**src/rtl/core/psl_pkg.sv**
```systemverilog
// package: shared types, constants and codes of the passive serial loader
`default_nettype none
package psl_pkg;

   localparam int INDEX_WIDTH   = 24;
   localparam int IMAGE_WIDTH   = 24;
   localparam int EXTRA_WIDTH   = 16;
   localparam int BYTE_WIDTH    = 8;
   localparam int BITS_PER_BYTE = 8;
   localparam int BIT_CNT_WIDTH = $clog2(BITS_PER_BYTE);
   localparam int STATUS_WIDTH  = 2;
   localparam int CSR_IDX_WIDTH = 1;
   localparam int CSR_DAT_WIDTH = 24;

   localparam logic [IMAGE_WIDTH-1:0] IMAGE_RESET = '1;
   localparam logic [EXTRA_WIDTH-1:0] EXTRA_RESET = EXTRA_WIDTH'(4000);

   typedef enum logic [CSR_IDX_WIDTH-1:0] {
      CSR_IMAGE_BYTES  = 1'd0,
      CSR_EXTRA_CLOCKS = 1'd1
   } csr_index_type;

   typedef enum logic [STATUS_WIDTH-1:0] {
      STATUS_IDLE = 2'd0,
      STATUS_BUSY = 2'd1,
      STATUS_DONE = 2'd2,
      STATUS_FAIL = 2'd3
   } status_type;

   typedef enum logic [2:0] {
      MODE_IDLE   = 3'd0,
      MODE_HOLD   = 3'd1,
      MODE_WAITST = 3'd2,
      MODE_FETCH  = 3'd3,
      MODE_SHIFT  = 3'd4,
      MODE_EXTRA  = 3'd5,
      MODE_DONE   = 3'd6,
      MODE_FAIL   = 3'd7
   } mode_type;

   typedef struct packed {
      logic                  start_req;
      logic                  nstatus_pin;
      logic                  cdone_pin;
      logic                  byte_valid;
      logic [BYTE_WIDTH-1:0] image_byte;
   } tick_type;

   typedef struct packed {
      logic                   nconfig_out;
      logic                   dclk_out;
      logic                   data0_out;
      logic                   need_byte;
      logic [INDEX_WIDTH-1:0] byte_index;
      status_type             run_status;
   } result_type;

endpackage
`default_nettype wire

```
**src/rtl/core/psl_csr.sv**
```systemverilog
// configuration registers: image length and trailing clock count
`default_nettype none
module psl_csr (
   input  wire logic                                clock,
   input  wire logic                                reset,
   input  wire logic                                csr_valid,
   output      logic                                csr_ready,
   input  wire logic [psl_pkg::CSR_IDX_WIDTH-1:0]   csr_index,
   input  wire logic [psl_pkg::CSR_DAT_WIDTH-1:0]   csr_wdata,
   output      logic [psl_pkg::IMAGE_WIDTH-1:0]     image_bytes,
   output      logic [psl_pkg::EXTRA_WIDTH-1:0]     extra_clocks
);

   logic [psl_pkg::IMAGE_WIDTH-1:0] image_ff, image_in;
   logic [psl_pkg::EXTRA_WIDTH-1:0] extra_ff, extra_in;

   assign csr_ready = 1'b1;

   always_comb begin
      image_in = image_ff;
      extra_in = extra_ff;
      if (csr_valid) begin
         case (psl_pkg::csr_index_type'(csr_index))
            psl_pkg::CSR_IMAGE_BYTES:  image_in = csr_wdata[psl_pkg::IMAGE_WIDTH-1:0];
            psl_pkg::CSR_EXTRA_CLOCKS: extra_in = csr_wdata[psl_pkg::EXTRA_WIDTH-1:0];
            default:                   image_in = image_ff;
         endcase
      end
   end

   always_ff @(posedge clock) begin
      if (reset) begin
         image_ff <= psl_pkg::IMAGE_RESET;
         extra_ff <= psl_pkg::EXTRA_RESET;
      end else begin
         image_ff <= image_in;
         extra_ff <= extra_in;
      end
   end

   assign image_bytes  = image_ff;
   assign extra_clocks = extra_ff;

endmodule
`default_nettype wire

```
**src/rtl/core/psl_engine.sv**
```systemverilog
// sequencer: pin levels per tick, byte shifter, byte counter, trailing clocks
`default_nettype none
module psl_engine (
   input  wire logic                            clock,
   input  wire logic                            reset,
   input  wire logic                            step_en,
   input  wire psl_pkg::tick_type               tick,
   input  wire logic [psl_pkg::IMAGE_WIDTH-1:0] image_bytes,
   input  wire logic [psl_pkg::EXTRA_WIDTH-1:0] extra_clocks,
   output      psl_pkg::result_type             result
);

   psl_pkg::mode_type                 mode_ff, mode_in;
   logic [psl_pkg::BYTE_WIDTH-1:0]    shift_ff, shift_in;
   logic [psl_pkg::BIT_CNT_WIDTH-1:0] bit_cnt_ff, bit_cnt_in;
   logic                              phase_ff, phase_in;
   logic [psl_pkg::INDEX_WIDTH-1:0]   sent_ff, sent_in;
   logic [psl_pkg::EXTRA_WIDTH-1:0]   extra_ff, extra_in;
   logic                              below_end;

   assign below_end = sent_ff < image_bytes;

   // next state
   always_comb begin
      mode_in    = mode_ff;
      shift_in   = shift_ff;
      bit_cnt_in = bit_cnt_ff;
      phase_in   = phase_ff;
      sent_in    = sent_ff;
      extra_in   = extra_ff;
      case (mode_ff)
         psl_pkg::MODE_HOLD: begin
            if (!tick.nstatus_pin || !tick.cdone_pin) mode_in = psl_pkg::MODE_WAITST;
         end
         psl_pkg::MODE_WAITST: begin
            if (tick.nstatus_pin) mode_in = psl_pkg::MODE_FETCH;
         end
         psl_pkg::MODE_FETCH: begin
            if (tick.byte_valid) begin
               shift_in   = tick.image_byte;
               bit_cnt_in = '0;
               phase_in   = 1'b0;
               // saturate at image end and at counter width
               if (below_end && (sent_ff != '1)) sent_in = sent_ff + 1'b1;
               mode_in = psl_pkg::MODE_SHIFT;
            end
         end
         psl_pkg::MODE_SHIFT: begin
            if (!phase_ff) begin
               phase_in = 1'b1;
            end else begin
               phase_in = 1'b0;
               shift_in = {1'b0, shift_ff[psl_pkg::BYTE_WIDTH-1:1]};
               if (bit_cnt_ff == psl_pkg::BIT_CNT_WIDTH'(psl_pkg::BITS_PER_BYTE - 1)) begin
                  bit_cnt_in = '0;
                  if (tick.cdone_pin || !below_end) begin
                     if (below_end) begin
                        extra_in = extra_clocks;
                        mode_in  = (extra_clocks == '0) ? psl_pkg::MODE_DONE
                                                        : psl_pkg::MODE_EXTRA;
                     end else begin
                        mode_in = psl_pkg::MODE_FAIL;
                     end
                  end else begin
                     mode_in = psl_pkg::MODE_FETCH;
                  end
               end else begin
                  bit_cnt_in = bit_cnt_ff + 1'b1;
               end
            end
         end
         psl_pkg::MODE_EXTRA: begin
            if (!phase_ff) begin
               phase_in = 1'b1;
            end else begin
               phase_in = 1'b0;
               extra_in = extra_ff - 1'b1;
               if (extra_ff == psl_pkg::EXTRA_WIDTH'(1)) mode_in = psl_pkg::MODE_DONE;
            end
         end
         psl_pkg::MODE_IDLE, psl_pkg::MODE_DONE, psl_pkg::MODE_FAIL: begin
            if (tick.start_req) begin
               sent_in    = '0;
               bit_cnt_in = '0;
               phase_in   = 1'b0;
               shift_in   = '0;
               extra_in   = '0;
               mode_in    = psl_pkg::MODE_HOLD;
            end
         end
         default: mode_in = psl_pkg::MODE_IDLE;
      endcase
   end

   // outputs from the state held before the tick, index after it
   always_comb begin
      result.nconfig_out = (mode_ff != psl_pkg::MODE_HOLD);
      result.dclk_out    = ((mode_ff == psl_pkg::MODE_SHIFT) || (mode_ff == psl_pkg::MODE_EXTRA))
                           && !phase_ff;
      result.data0_out   = (mode_ff == psl_pkg::MODE_SHIFT) && shift_ff[0];
      result.need_byte   = (mode_ff == psl_pkg::MODE_FETCH);
      result.byte_index  = sent_in;
      case (mode_ff)
         psl_pkg::MODE_IDLE: result.run_status = psl_pkg::STATUS_IDLE;
         psl_pkg::MODE_DONE: result.run_status = psl_pkg::STATUS_DONE;
         psl_pkg::MODE_FAIL: result.run_status = psl_pkg::STATUS_FAIL;
         default:            result.run_status = psl_pkg::STATUS_BUSY;
      endcase
   end

   always_ff @(posedge clock) begin
      if (reset) begin
         mode_ff    <= psl_pkg::MODE_IDLE;
         shift_ff   <= '0;
         bit_cnt_ff <= '0;
         phase_ff   <= 1'b0;
         sent_ff    <= '0;
         extra_ff   <= '0;
      end else if (step_en) begin
         mode_ff    <= mode_in;
         shift_ff   <= shift_in;
         bit_cnt_ff <= bit_cnt_in;
         phase_ff   <= phase_in;
         sent_ff    <= sent_in;
         extra_ff   <= extra_in;
      end
   end

endmodule
`default_nettype wire

```
**src/rtl/core/psl_out_reg.sv**
```systemverilog
// result register: holds one result beat while the receiver stalls
`default_nettype none
module psl_out_reg (
   input  wire logic                clock,
   input  wire logic                reset,
   input  wire logic                load,
   input  wire psl_pkg::result_type result,
   input  wire logic                rsp_stall,
   output      logic                rsp_valid,
   output      logic                ready,
   output      psl_pkg::result_type rsp_data
);

   logic                vld_ff, vld_in;
   psl_pkg::result_type data_ff;

   assign ready  = !vld_ff || !rsp_stall;
   assign vld_in = load ? 1'b1 : (vld_ff && rsp_stall);

   always_ff @(posedge clock) begin
      if (reset) vld_ff <= 1'b0;
      else       vld_ff <= vld_in;
   end

   always_ff @(posedge clock) begin
      if (load) data_ff <= result;
   end

   assign rsp_valid = vld_ff;
   assign rsp_data  = data_ff;

endmodule
`default_nettype wire

```
**src/rtl/core/fpga_passive_serial_loader_unit.sv**
```systemverilog
// top level of the passive serial configuration master
//
// usage
//  - req channel: one beat per tick with start_req, sampled nstatus and
//    cdone pins, and an optional image byte (byte_valid)
//  - rsp channel: one beat per tick with the nconfig, dclk and data0 pin
//    levels, need_byte, byte_index and run_status
//  - csr channel: index 0 image_bytes, index 1 extra_clocks, always ready;
//    write only while no tick is in flight
//  - pipeline: a req beat, once accepted, passes the input register and then
//    the result register before its rsp beat is valid
//  - throughput: one tick per cycle while rsp_stall is low, set by the single
//    pass of the sequencer between the input register and the result register
//  - reset: run idle, image_bytes all ones, extra_clocks 4000, both
//    pipeline registers empty
//  - rsp stall: the result register holds its beat; the input register
//    keeps its tick and req_stall rises once both stages are full
`default_nettype none
module fpga_passive_serial_loader_unit (
   input  wire logic                                clock,
   input  wire logic                                reset,
   // tick input
   input  wire logic                                req_valid,
   output      logic                                req_stall,
   input  wire logic                                req_start_req,
   input  wire logic                                req_nstatus_pin,
   input  wire logic                                req_cdone_pin,
   input  wire logic                                req_byte_valid,
   input  wire logic [psl_pkg::BYTE_WIDTH-1:0]      req_image_byte,
   // pin levels out
   output      logic                                rsp_valid,
   input  wire logic                                rsp_stall,
   output      logic                                rsp_nconfig_out,
   output      logic                                rsp_dclk_out,
   output      logic                                rsp_data0_out,
   output      logic                                rsp_need_byte,
   output      logic [psl_pkg::INDEX_WIDTH-1:0]     rsp_byte_index,
   output      logic [psl_pkg::STATUS_WIDTH-1:0]    rsp_run_status,
   // configuration writes
   input  wire logic                                csr_valid,
   output      logic                                csr_ready,
   input  wire logic [psl_pkg::CSR_IDX_WIDTH-1:0]   csr_index,
   input  wire logic [psl_pkg::CSR_DAT_WIDTH-1:0]   csr_wdata
);

   logic                            in_vld_ff, in_vld_in;
   psl_pkg::tick_type               tick_ff;
   logic                            out_ready;
   logic                            advance;
   logic                            take;
   logic [psl_pkg::IMAGE_WIDTH-1:0] image_bytes;
   logic [psl_pkg::EXTRA_WIDTH-1:0] extra_clocks;
   psl_pkg::result_type             result;
   psl_pkg::result_type             rsp_data;

   // tick moves to the result register when that one is free or draining
   assign advance   = in_vld_ff && out_ready;
   // input register takes a beat when empty or emptying this cycle
   assign req_stall = in_vld_ff && !out_ready;
   assign take      = req_valid && !req_stall;
   assign in_vld_in = take ? 1'b1 : (in_vld_ff && !advance);

   always_ff @(posedge clock) begin
      if (reset) in_vld_ff <= 1'b0;
      else       in_vld_ff <= in_vld_in;
   end

   // payload of the input register, no reset needed
   always_ff @(posedge clock) begin
      if (take) begin
         tick_ff.start_req   <= req_start_req;
         tick_ff.nstatus_pin <= req_nstatus_pin;
         tick_ff.cdone_pin   <= req_cdone_pin;
         tick_ff.byte_valid  <= req_byte_valid;
         tick_ff.image_byte  <= req_image_byte;
      end
   end

   psl_csr u_csr (
      .clock        (clock),
      .reset        (reset),
      .csr_valid    (csr_valid),
      .csr_ready    (csr_ready),
      .csr_index    (csr_index),
      .csr_wdata    (csr_wdata),
      .image_bytes  (image_bytes),
      .extra_clocks (extra_clocks)
   );

   // state advances exactly once per tick, when its result is stored
   psl_engine u_engine (
      .clock        (clock),
      .reset        (reset),
      .step_en      (advance),
      .tick         (tick_ff),
      .image_bytes  (image_bytes),
      .extra_clocks (extra_clocks),
      .result       (result)
   );

   psl_out_reg u_out (
      .clock     (clock),
      .reset     (reset),
      .load      (advance),
      .result    (result),
      .rsp_stall (rsp_stall),
      .rsp_valid (rsp_valid),
      .ready     (out_ready),
      .rsp_data  (rsp_data)
   );

   assign rsp_nconfig_out = rsp_data.nconfig_out;
   assign rsp_dclk_out    = rsp_data.dclk_out;
   assign rsp_data0_out   = rsp_data.data0_out;
   assign rsp_need_byte   = rsp_data.need_byte;
   assign rsp_byte_index  = rsp_data.byte_index;
   assign rsp_run_status  = rsp_data.run_status;

endmodule
`default_nettype wire

```
**config.mk**
```make
export PLATFORM = sky130hd
export DESIGN_NAME = fpga_passive_serial_loader_unit
export DESIGN_NICKNAME = d
export VERILOG_FILES = /design/src/rtl/core/psl_pkg.sv /design/src/rtl/core/psl_csr.sv /design/src/rtl/core/psl_engine.sv /design/src/rtl/core/psl_out_reg.sv /design/src/rtl/core/fpga_passive_serial_loader_unit.sv
export SDC_FILE = /design/constraint.sdc
export NUM_CORES = 1
export LEC_CHECK = 0
export ABC_AREA = 0
export BUFFER_PORTS_ARGS = -buffer_cell sky130_fd_sc_hd__buf_2
export CAP_MARGIN = 20
export CORE_ASPECT_RATIO = 1.25
export CORE_MARGIN = 10
export CORE_UTILIZATION = 54
export DETAILED_ROUTE_END_ITERATION = 12
export PLACE_DENSITY_LB_ADDON = 0.12
export SYNTH_ARGS = -nofsm -noshare
export SYNTH_HDL_FRONTEND = slang
export SYNTH_HIERARCHICAL = 1
export SYNTH_SLANG_ARGS = --single-unit
```
**constraint.sdc**
```tcl
create_clock -name clock -period 3.8 [get_ports clock]
set_clock_uncertainty 0.05 [all_clocks]
set_input_delay 0.57 -clock clock [delete_from_list [all_inputs] [get_ports clock]]
set_output_delay 0.57 -clock clock [all_outputs]
set_load 0.02 [all_outputs]
```
# ---- Yosys cells after proc, flatten, opt, wreduce, memory -nomap -nowiden
# Index checks and enable logic that the tools add are counted.
dict set report op_classes {
  n_mux 39
  bitwise_logic 1
  eq_ne 21
  add_sub_neg 3
  reduce_logical 34
  order_cmp 1
}
# op n
set op_table {}
lappend op_table {{16-bit 2-to-1 mux} 6}
lappend op_table {{24-bit 2-to-1 mux} 3}
lappend op_table {{16-bit one-hot mux with 3 select lines} 1}
lappend op_table {{24-bit one-hot mux with 2 select lines} 1}
lappend op_table {{3-bit 2-to-1 mux} 14}
lappend op_table {{24-bit by 1-bit adder with 24-bit output (second input constant)} 1}
lappend op_table {{24-bit < comparator} 1}
lappend op_table {{8-bit 2-to-1 mux} 3}
lappend op_table {{24-bit != test (second input constant)} 1}
lappend op_table {{8-bit one-hot mux with 3 select lines} 1}
lappend op_table {{3-bit one-hot mux with 6 select lines} 1}
lappend op_table {{16-bit by 1-bit == test with 1-bit output (second input constant)} 1}
lappend op_table {{16-bit zero test} 1}
lappend op_table {{16-bit by 1-bit subtractor with 16-bit output (second input constant)} 1}
lappend op_table {{3-bit == test (second input constant)} 5}
lappend op_table {{2-bit by 1-bit != test with 1-bit output (second input constant)} 7}
lappend op_table {{1-bit zero test} 9}
lappend op_table {{3-bit one-hot mux with 3 select lines} 1}
lappend op_table {{9-bit AND reduction} 1}
lappend op_table {{3-bit nonzero test} 3}
lappend op_table {{1-bit logical AND} 8}
lappend op_table {{8-bit AND reduction} 1}
lappend op_table {{3-bit by 2-bit == test with 1-bit output (second input constant)} 2}
lappend op_table {{2-bit != test (second input constant)} 3}
lappend op_table {{other kinds (15)} 23}
dict set report totals {
  elab_cells 120
  in_bits 42
  reg_bits 139
  output_inout_bits 33
}

# ---- Logic depth before layout (Yosys ltp)
# Gate-level depths: netlist (run 1).
dict set report logic_depth {
  word_depth 7
  depth_mapped 11
  mapped_depth_nobuf 9
}

# ---- Modules after synthesis
# Netlist (run 1), hierarchy kept.
# module seq_area_each_um2 area_each_um2 cells_each n_inst
set by_module_without_submodules {}
lappend by_module_without_submodules {psl_engine 1101.1 4421.7 624 1}
lappend by_module_without_submodules {psl_csr 800.8 1650.3 175 1}
lappend by_module_without_submodules {psl_out_reg 920.9 933.4 34 1}
lappend by_module_without_submodules {fpga_passive_serial_loader_unit 380.4 416.6 17 1}

# ---- Worst setup path after synthesis (run 1)
# Ideal clock, no wire load.
dict set report synth_path {
  kind {input -> register}
  from {in rsp_stall}
  to {reg u_engine.mode_ff[2]}
  setup_time_ps 91
  path_buffers 0
  path_slack_ps 682
  required_ps 3659
  stages 6
  arrival_ps 2977
  cell_sequence {nand2_1 and2_1 o221ai_1 a221oi_1 a22oi_1 a311oi_1}
}
dict set report synth_via {
  elab_chain_cells 4
}
# element line_no
set synth_rtl {}
lappend synth_rtl {{start, declared} fpga_passive_serial_loader_unit.sv:32} ;# input wire logic rsp_stall,
lappend synth_rtl {{1-bit zero test} psl_out_reg.sv:17} ;# assign ready = !vld_ff || !rsp_stall;
lappend synth_rtl {{1-bit logical OR} psl_out_reg.sv:17}
lappend synth_rtl {{1-bit logical AND} fpga_passive_serial_loader_unit.sv:57} ;# assign advance = in_vld_ff && out_ready;
lappend synth_rtl {{named net advance} fpga_passive_serial_loader_unit.sv:49} ;# logic advance;
lappend synth_rtl {{9-bit AND reduction (no line)} -}
lappend synth_rtl {{end signal, assigned} psl_engine.sv:113} ;# mode_ff <= psl_pkg::MODE_IDLE;
lappend synth_rtl {{end signal, assigned} psl_engine.sv:120} ;# mode_ff <= mode_in;
lappend synth_rtl {{end, declared} psl_engine.sv:13} ;# psl_pkg::mode_type mode_ff, mode_in;
# The timed path passes the listed nets, and every way through them passes these cells.
# A chain may end at the register's enable or synchronous reset.

==> results of run 1 <==
registers in the layout (all words and copies together), names as in the netlist:
| name | flops |
|---|---|
| u_engine/bit_cnt_ff | 3 |
| u_engine/extra_ff | 16 |
| u_engine/shift_ff | 8 |
| in_vld_ff | 1 |
| u_engine/mode_ff | 3 |
| u_csr/image_bytes | 24 |
| u_out/rsp_valid | 1 |
| u_engine/phase_ff | 1 |
| tick_ff | 12 |
| u_csr/extra_clocks | 16 |
| u_engine/sent_ff | 24 |
| u_out/rsp_data | 30 |
cells in the final DEF (no fill, tap or decap), drive strengths merged, types with 3 or more instances in the layout:
| cell type | instances |
|---|---|
| nor2b | 5 |
| nand4 | 13 |
| inv | 42 |
| or2 | 3 |
| nand2 | 58 |
| clkinv | 6 |
| and2 | 5 |
| a311oi | 3 |
| a211oi | 15 |
| nor3b | 4 |
| a22o | 9 |
| or3 | 3 |
| mux2i | 27 |
| nand3 | 45 |
| nor3 | 32 |
| a221oi | 12 |
| dfxtp | 97 |
| clkinvlp | 4 |
| edfxtp | 42 |
| a31oi | 6 |
| a31o | 4 |
| xor2 | 4 |
| and4 | 4 |
| o31ai | 9 |
| nand2b | 9 |
| buf | 88 |
| o211ai | 12 |
| o21ai | 53 |
| a21oi | 55 |
| and3 | 13 |
| ha | 28 |
| nor4 | 12 |
| a21o | 12 |
| a21bo | 10 |
| nor2 | 107 |
| or4 | 7 |
| a22oi | 6 |
| clkbuf | 17 |
routing by layer:
layer | track usage | vias up | part of all wire
met1 | 0.232 | 3136 | 0.40
met3 | 0.0427 | 45 | 0.052
met2 | 0.380 | 221 | 0.52
li1 | - | 3223 | -
met5 | 0 | - | 0
met4 | 0.101 | 0 | 0.028
worst paths after layout:
check,start,endpoint,slack (ns),depth (start not counted)
min reg2reg,u_engine/shift_ff[7]$_SDFFE_PP0P_,u_engine/shift_ff[7]$_SDFFE_PP0P_,0.41,2
max reg2reg,u_engine/sent_ff[1]$_SDFFE_PP0P_,u_out/rsp_data[14]$_DFFE_PP_,0.49,7
min,req_image_byte[6],tick_ff[6]$_DFFE_PP_,0.27,1
max,u_engine/sent_ff[1]$_SDFFE_PP0P_,u_out/rsp_data[14]$_DFFE_PP_,0.49,7
per-stage QoR:
step | util | power, mW | setup WS [ns]
CTS | 0.626 | 3.47 | 0.500
floorplan | - | 1.87 | 0.682
detailed placement | 0.585 | 1.97 | 0.514
finish | 0.626 | 3.45 | 0.488
global placement | 0.585 | 1.96 | 0.636
global route | 0.626 | 3.59 | 0.334
cells by family (layout without fill, tap and decap cells):
logic type	Yosys count	in the layout
AO/OA/AOI/OAI	231	231
multiplexers	27	27
adder cells (fa/ha/maj)	28	28
other	1	1
buffers and inverters	96	157
XOR/XNOR	5	5
AND/OR/NAND/NOR	323	323
flip-flops	139	139
power by group through the flow:
| stage | Clock, mW | Sequential, mW | Combinational (mW) |
|---|---|---|---|
| final | 1.51 | 1.62 | 0.316 |
| after global placement | 0 | 1.65 | 0.305 |
| after floorplan | 0 | 1.66 | 0.209 |
| after global routing | 1.61 | 1.63 | 0.349 |
| after CTS | 1.53 | 1.62 | 0.314 |
| after detailed placement | 0 | 1.65 | 0.312 |
critical path: stages, from the launching register on:
cell and delay, ns:
dfxtp_1 0.43, ha_1 0.27, a2111o_1 0.38, a311o_1 0.37, a211o_1 0.43, or3_1 0.64
or4_1 0.47, o211ai_1 0.10
cell type report:
cell class | instances | area [µm²]
clock buffer | 17 | 425
clock inverter | 15 | 115
fill | 1143 | 4990
inverter | 37 | 139
multi-input combinational | 615 | 3790
sequential | 139 | 3200
tap | 171 | 214
timing repair buffer | 88 | 478
==> impl.org, run 1 <==
** Worst setup path
- STA puts the critical path data required time at 4.01 ns.
- By startpoint and endpoint, the worst setup path is classified as reg2reg.
- STA classifies the critical path endpoint as a flop.
- STA classifies the critical path startpoint as a flop.
- Critical path data arrival time :: 3.52 ns
- In this run the worst path has a maximum fanout of 16.

** Finish
- Final Cell Area :: 0.00836 mm²
- From synthesis to final layout, the design area changed by 12.7%.
- After the last flow step, the layout net total stands at 968.
- Proportion of layout cells with a drive suffix above 1 :: 0.150
- The number of antenna diodes in the final layout is 0.
- The count of cells in the finished layout, fillers not included, comes to 1082.

** Global routing
- Overall track demand over capacity in global routing :: 0.210
- The initial antenna violation count was 0.
- Maximum number of pins on one net before global-route repair :: 99
- Wire length of the first global-routing pass :: 32500 µm
- Overflow after GRT :: 0
- The via count of the first global-routing pass came to 6357.

** Synthesis
- Counting flops with a built-in enable in the synthesized netlist gives 42.
- Mux contribution to synthesized area :: 0.0364
- Proportion of register bits with asynchronous set or reset after synthesis :: 0
- The mapped netlist covers 0.00742 mm².
- Of the total synthesized cell area, the portion taken by AND, OR, NAND and NOR gates is 0.211.
- Cell count after synthesis :: 850
- Total of flip-flops plus latches after synthesis :: 139
- Dividing the synthesized area by the synthesized cell count gives 8.73 µm².
- Post-synthesis sequential area ratio :: 0.432
- Share of the synthesized netlist area taken by xor and xnor gates :: 0.00590
- dfxtp_1 takes more of the synthesized area than any other cell.
- Leading cell types by count after synthesis :: 107 x nor2_1, 97 x dfxtp_1, 58 x nand2_1
- Number of synthesis warnings :: 6
- Fraction of the mapped netlist area in compound gates :: 0.210
- Distinct cell type count of the synthesized netlist :: 68
- The most used flip-flop cell after synthesis is dfxtp_1.
- Synthesized Nets :: 920
- The share of synthesized area in the top cell type comes to 0.262.
- Of the total synthesized cell area, the portion taken by full adders, half adders and majority gates is 0.0472.
- Cell with the most instances after synthesis :: nor2_1
- Dominant combinational cell family by area after synthesis :: simple AND/OR/NAND/NOR gates
- Sorting the synthesized cells by area gives the leading types as dfxtp_1 26%, edfxtp_1 17%, nor2_1 5.4%.

** Route
- The detailed router finished its first iteration with 667 violations.
- The routed layout has 6625 vias.
- Number of iterations in the first detailed-routing pass :: 5
- In the final routed layout, each cell accounts on average for 18.8 µm.
- Drt total wl :: 20300 µm
- Number of vias per cell after detailed routing :: 6.12
- Total DRC errors in the routed layout :: 0
- In this run the remaining antenna-violating nets after routing total 0.

** Timing
- Headroom to the max-slew limit came out at 0.340.
- Final-report setup violation count :: 0
- Setup total negative slack on the finished layout was measured at 0 ns.
- Unrepaired setup endpoints after global routing :: no
- Pins Over Slew Limit :: 0
- Slew at the pin closest to its max-slew limit :: 0.990 ns
- Number of hold-slack violations in the final timing report :: 0
- Crit share post-route :: 0.872
- Top achievable clock speed :: 0.302 GHz
- Final hold analysis gives a worst-case slack of 0.266 ns.
- The worst path in the final design needs a cycle of 3.31 ns, including I/O delays and setup.

** Die
- Boundary pin count :: 75
- In this run the vertical extent of the chip is 151 µm.
- Die outline width :: 125 µm
- # rows :: 47
- Die Outline Area :: 0.0189 mm²
- Initial standard-cell utilization of the core :: 0.556
- Core area :: 0.0133 mm²

** Clock tree
- In this run, post-CTS repair resized a total of 0 instances.
- TritonCTS built the clock tree.
- The clock tree synthesis step divided the H-tree into 4 levels.
- The number of setup buffers added after CTS is 0.
- Clock Sinks :: 139
- Number of buffers created by CTS :: 17
- In this run, post-CTS hold repair placed 0 buffers.
- Root Buffer Master :: clkbuf_16
- Clock-pin slew reported for the worst setup and hold paths after clock tree synthesis :: 0.06 ns
- Clock latency at the later pin of the worst-skew pair :: 0.43 ns
- CTS max path bufs :: 2

** Power
- Share of power burned in combinational logic :: 0.092
- Summed over all cells, the static leakage comes to 3.50 nW.
- For this design the ratio of total power to cell area is 413 mW/mm².
- VDD sags by at most 319 µV.
- The share of total power dissipated in the clock network is 0.438.
- Switching share of power :: 0.264
- Of the total power, registers draw 0.470.
- The analysis attributes to net switching a power of 0.912 mW.
- The internal power of the cells totals 2.54 mW.

** Job
- Max-cap violations :: 0

** Placement
- Routability-driven placement congestion ratio :: 0.972
- Total of buffers placed on input and output ports :: 73
- Counting tap cells, the placed design contains a total of 1049 instances.
- The HPWL after detailed placement is 14600 µm.
- Instance area at placement :: 0.00782 mm²

** Outcome
- The run finished with clean final reports.

** Worst hold path
- Worst min path class :: in2reg
Power figures use the tool's default switching activity.
==> run 2: changes to the inputs <==
--- a/config.mk
+++ b/config.mk
@@ -13,7 +13,7 @@
 export CORE_UTILIZATION = 54
 export DETAILED_ROUTE_END_ITERATION = 12
 export PLACE_DENSITY_LB_ADDON = 0.12
+export REMOVE_ABC_BUFFERS = 1
 export SYNTH_ARGS = -nofsm -noshare
 export SYNTH_HDL_FRONTEND = slang
-export SYNTH_HIERARCHICAL = 1
 export SYNTH_SLANG_ARGS = --single-unit
==> run 2 against run 1 <==
Effect of this change:
- via count shrank 1.2%
- largest power group is now the clock network
- largest cell class unchanged
- wire length decreased by 4.4%
- non-clock buffer count increased by 4
- maximum frequency shrank 0.21%
- combinational power grew 4%
- sequential share of layout area grew 0.31 points
==> impl.org, run 2 <==
** Outcome
- Run status :: complete, no violations (unchanged)

** Power
- Internal cell power :: 2.72 mW (was 2.54 mW)
- The switching share of power was 0.246 (was 0.264).
- The total net switching power is 0.888 mW (was 0.912 mW).
- The maximum vdd drop was 255 µV (was 319 µV).
- Power per cell area :: 435 mW/mm² (was 413 mW/mm²)
- Share of power burned in registers :: 0.449 (was 0.470)
- The leakage power summed over all cells was 3.47 nW (was 3.50 nW).
- Fraction of power consumed by the clock network :: 0.460 (was 0.438)
- Share of power burned in combinational logic :: 0.091 (was 0.092)

** Worst setup path
- Endpoint kind of the worst setup timing path :: flop (unchanged)
- Length in cells of the worst reg-to-reg path :: 8 (was 7)
- The reg-to-reg critical path startpoint is u_engine.sent_ff[19]$_SDFFE_PP0P_ (was u_engine/sent_ff[1]$_SDFFE_PP0P_).
- Reg2Reg Setup Slack :: 0.48 ns (was 0.49 ns)
- The data required time at the worst endpoint was 3.92 ns (was 4.01 ns).
- The start-to-end type of the worst setup path is reg2reg (unchanged).
- Startpoint type of the worst setup path :: flop (unchanged)
- Critical path data arrival time :: 3.44 ns (was 3.52 ns)
- Maximum fanout encountered on the critical timing path :: 12 (was 16)
- The endpoint of the most critical register-to-register path was u_out.rsp_data[17]$_DFFE_PP_ (was u_out/rsp_data[14]$_DFFE_PP_).

** Global routing
- Overall track demand over capacity in global routing :: 0.214 (was 0.210)
- Initial antenna violation count :: 1 (was 0)
- The via count of the first global-routing pass came to 6372 (was 6357).
- Overflow after GRT :: 0 (unchanged)
- Wire length of the first global-routing pass :: 31500 µm (was 32500 µm)
- Maximum number of pins on one net before global-route repair :: 74 (was 99)

** Route
- The detail-routed net length per standard cell came to 17.9 µm (was 18.8 µm).
- The routed wire length is 19400 µm (was 20300 µm).
- The remaining design rule violation count was 0 (unchanged).
- The iteration count of the initial detailed-routing pass was 5 (unchanged).
- Number of vias per cell after detailed routing :: 6.05 (was 6.12)
- Number of design-rule violations left by the first detailed-router iteration :: 508 (was 667)
- The total vias in the final route is 6543 (was 6625).
- Antenna-violating nets left :: 0 (unchanged)

** Placement
- The sum of net half-perimeters after detailed placement is 13800 µm (was 14600 µm).
- Minimum setup slack after placement :: 0.597 ns (was 0.514 ns)
- Total of buffers placed on input and output ports :: 73 (unchanged)
- The final weighted congestion in routability-driven placement came to 0.921 (was 0.972).

** Synthesis
- Number of enable-type register cells in the synthesized netlist :: 42 (unchanged)
- The post-synthesis instance total is 839 (was 850).
- The async set or reset register ratio after synthesis is 0 (unchanged).
- Leading cell types by count after synthesis :: 106 x nand2_1, 99 x nor2_1, 97 x dfxtp_1 (was 107 x nor2_1, 97 x dfxtp_1, 58 x nand2_1)
- The per-instance average area after synthesis came to 8.58 µm² (was 8.73 µm²).
- Top FF cell, synth :: dfxtp_1 (unchanged)
- Cell type contributing the most total cell area after synthesis :: dfxtp_1 (unchanged)
- Leading cell types by total area after synthesis :: dfxtp_1 27%, edfxtp_1 18%, nand2_1 5.5% (was dfxtp_1 26%, edfxtp_1 17%, nor2_1 5.4%)
- Synthesized cell area :: 0.00720 mm² (was 0.00742 mm²)
- The synthesized flop and latch total came to 139 (unchanged).
- The count of warnings emitted by yosys was 0 (was 6).
- Distinct cell type count of the synthesized netlist :: 65 (was 68)
- Cell with the most instances after synthesis :: nand2_1 (was nor2_1)
- The proportion of netlist area held by the largest area contributor is 0.270 (was 0.262).
- Post-synthesis sequential area ratio :: 0.445 (was 0.432)

** Clock tree
- Root Buffer Master :: clkbuf_16 (unchanged)
- The TritonCTS clock tree is yes (unchanged).
- The count of clock tree sinks was 139 (unchanged).
- The total setup buffers inserted after CTS came to 0 (unchanged).
- Clock latency at the later pin of the worst-skew pair :: 0.43 ns (about the same)
- The hold buffer count at cts is 0 (unchanged).
- CTS resizes :: 0 (unchanged)
- The post-CTS clock slew at the launch and capture registers of the worst setup and hold paths came to 0.06 ns (about the same).
- The H-tree depth came to 4 (unchanged).
- Number of buffers created by CTS :: 17 (unchanged)
- The maximum count of clock buffers along a single path came to 2 (unchanged).

** Job
- Max-cap violations :: 0 (unchanged)

** Timing
- Final setup TNS :: 0 ns (unchanged)
- Least setup slack across all paths after layout :: 0.481 ns (was 0.488 ns)
- The total setup violations reported at the end of the flow came to 0 (unchanged).
- The count of pins over their slew limit is 0 (unchanged).
- The final critical-path required period came to 3.32 ns (was 3.31 ns).
- Number of hold-slack violations in the final timing report :: 0 (unchanged)
- Crit share post-route :: 0.873 (was 0.872)
- The worst-case hold slack is 0.256 ns (was 0.266 ns).
- Worst slew margin relative to its limit :: 0.352 (was 0.340)
- The actual transition at the worst max-transition pin was 0.969 ns (was 0.990 ns).
- Top achievable clock speed :: 0.301 GHz (was 0.302 GHz)
- Unrepaired setup endpoints after global routing :: no (unchanged)

** Die
- The floorplan core area is 0.0132 mm² (was 0.0133 mm²).
- Die outline width :: 123 µm (was 125 µm)
- The starting density of the core came to 0.546 (was 0.556).
- The number of I/O pins came to 75 (unchanged).
- Die Outline Area :: 0.0184 mm² (was 0.0189 mm²)
- Die Y-Extent :: 149 µm (was 151 µm)
- # rows :: 47 (unchanged)

** Finish
- The final core utilization was 0.630 (was 0.626).
- Flip-flop count of the largest register, all copies and words added :: 30 (unchanged)
- The most common library cell in the layout ignoring fill and taps was nand2_1 (was nor2_1).
- Leading cell types in the layout, fill and taps excluded: 106 x nand2_1, 99 x nor2_1, 97 x dfxtp_1 (was 107 x nor2_1, 97 x dfxtp_1, 73 x buf_2).
- Total number of nets in the final design :: 968 (unchanged)
- Fill cells :: 1152 (was 1143)
- The ratio of cells with drive above 1 in the final layout is 0.146 (was 0.150).
- Ant. Diodes :: 0 (unchanged)
- The relative area change from synthesis to final layout is 15.3% (was 12.7%).

** Worst hold path
- HP Start :: req_image_byte[0] (was req_image_byte[6])
- WHS Endpoint :: tick_ff[0]$_DFFE_PP_ (was tick_ff[6]$_DFFE_PP_)
- The classification of the worst-slack hold path is in2reg (unchanged).
- The instance count along the most critical hold path is 1 (unchanged).
run 2: changes by cell type in the layout (fill, tap and decap cells not counted), moves of 7 or more:
| cell | change |
|---|---|
| nand3b_1 | +7 |
| or3_1 | +8 |
| a22oi_1 | +9 |
| a31oi_1 | +7 |
| nor2_1 | -8 |
| nor3_1 | -7 |
| a211o_1 | +30 |
| nand3_1 | -25 |
| nand2_1 | +48 |
| o211ai_1 | -7 |
| mux2i_1 | -26 |
| o21ai_0 | -18 |
run 2: how the worst max path moves through the flow:
stage,startpoint,to,slack (ns),cells after the start
after floorplan,u_engine.sent_ff[9]$_SDFFE_PP0P_,u_out.rsp_data[23]$_DFFE_PP_,0.73,8
after global placement,u_engine.sent_ff[19]$_SDFFE_PP0P_,u_out.rsp_data[17]$_DFFE_PP_,0.66,8
after detailed placement,u_engine.sent_ff[19]$_SDFFE_PP0P_,u_out.rsp_data[17]$_DFFE_PP_,0.60,8
after CTS,u_engine.sent_ff[19]$_SDFFE_PP0P_,u_out.rsp_data[17]$_DFFE_PP_,0.56,8
after global routing,u_engine.sent_ff[19]$_SDFFE_PP0P_,u_out.rsp_data[17]$_DFFE_PP_,0.18,8
final,u_engine.sent_ff[19]$_SDFFE_PP0P_,u_out.rsp_data[17]$_DFFE_PP_,0.48,8
run 2: kinds of logic (layout without fill, tap and decap cells):
| group | Yosys count | after routing | synth area share |
|---|---|---|---|
| adders and majority gates | 28 | 28 | 0.0487 |
| DFF | 139 | 139 | 0.445 |
| other | 1 | 1 | 0.000521 |
| xor gates and xnor gates | 8 | 8 | 0.00974 |
| and+or+nand+nor | 341 | 341 | 0.226 |
| buffers and inverters | 95 | 167 | 0.0536 |
| muxes | 3 | 3 | 0.00452 |
| AOI/OAI and AO/OA | 224 | 224 | 0.211 |
run 2: worst max-delay path: stages, from the launching register on:
cell and delay (ns):
dfxtp_1 0.53, ha_1 0.34, a21oi_1 0.15, o21ai_0 0.11
a221oi_1 0.42, nand2_1 0.38, or4_4 0.67, o311ai_1 0.30
o31ai_1 0.11
run 2: cell type report:
class | instances | area (µm²) | area share
well taps | 171 | 214 | 0.0258
repair buffers | 92 | 508 | 0.0612
flip-flops and latches | 139 | 3200 | 0.386
inverters | 43 | 161 | 0.0195
clock inverters | 9 | 85.1 | 0.0103
multi-input cells | 605 | 3610 | 0.436
clock buffers | 23 | 510 | 0.0615
run 2: routing by layer:
layer,wire [µm],track usage,vias to the layer above
met4,652,0.101,2
met2,9710,0.368,211
li1,-,-,3168
met5,8,0,-
met1,8030,0.244,3111
met3,1010,0.0466,51
run 2: per-stage QoR:
step / power [mW] / area, µm² / std cells
after CTS: 3.62 / 8290 / 1081
after global routing: 3.73 / 8300 / 1082
after global placement: 1.96 / 7690 / 1049
final: 3.61 / 8300 / 1082
after detailed placement: 1.98 / 7690 / 1049
after floorplan: 1.85 / 6970 / 787
run 2: power by group through the flow:
stage | Sequential [mW] | Combinational [mW] | Clock (mW)
3_5_place_dp | 1.65 | 0.327 | 0
4_1_cts | 1.62 | 0.329 | 1.67
2_1_floorplan | 1.66 | 0.190 | 0
5_1_grt | 1.63 | 0.366 | 1.74
3_3_place_gp | 1.65 | 0.315 | 0
6_report | 1.62 | 0.329 | 1.66
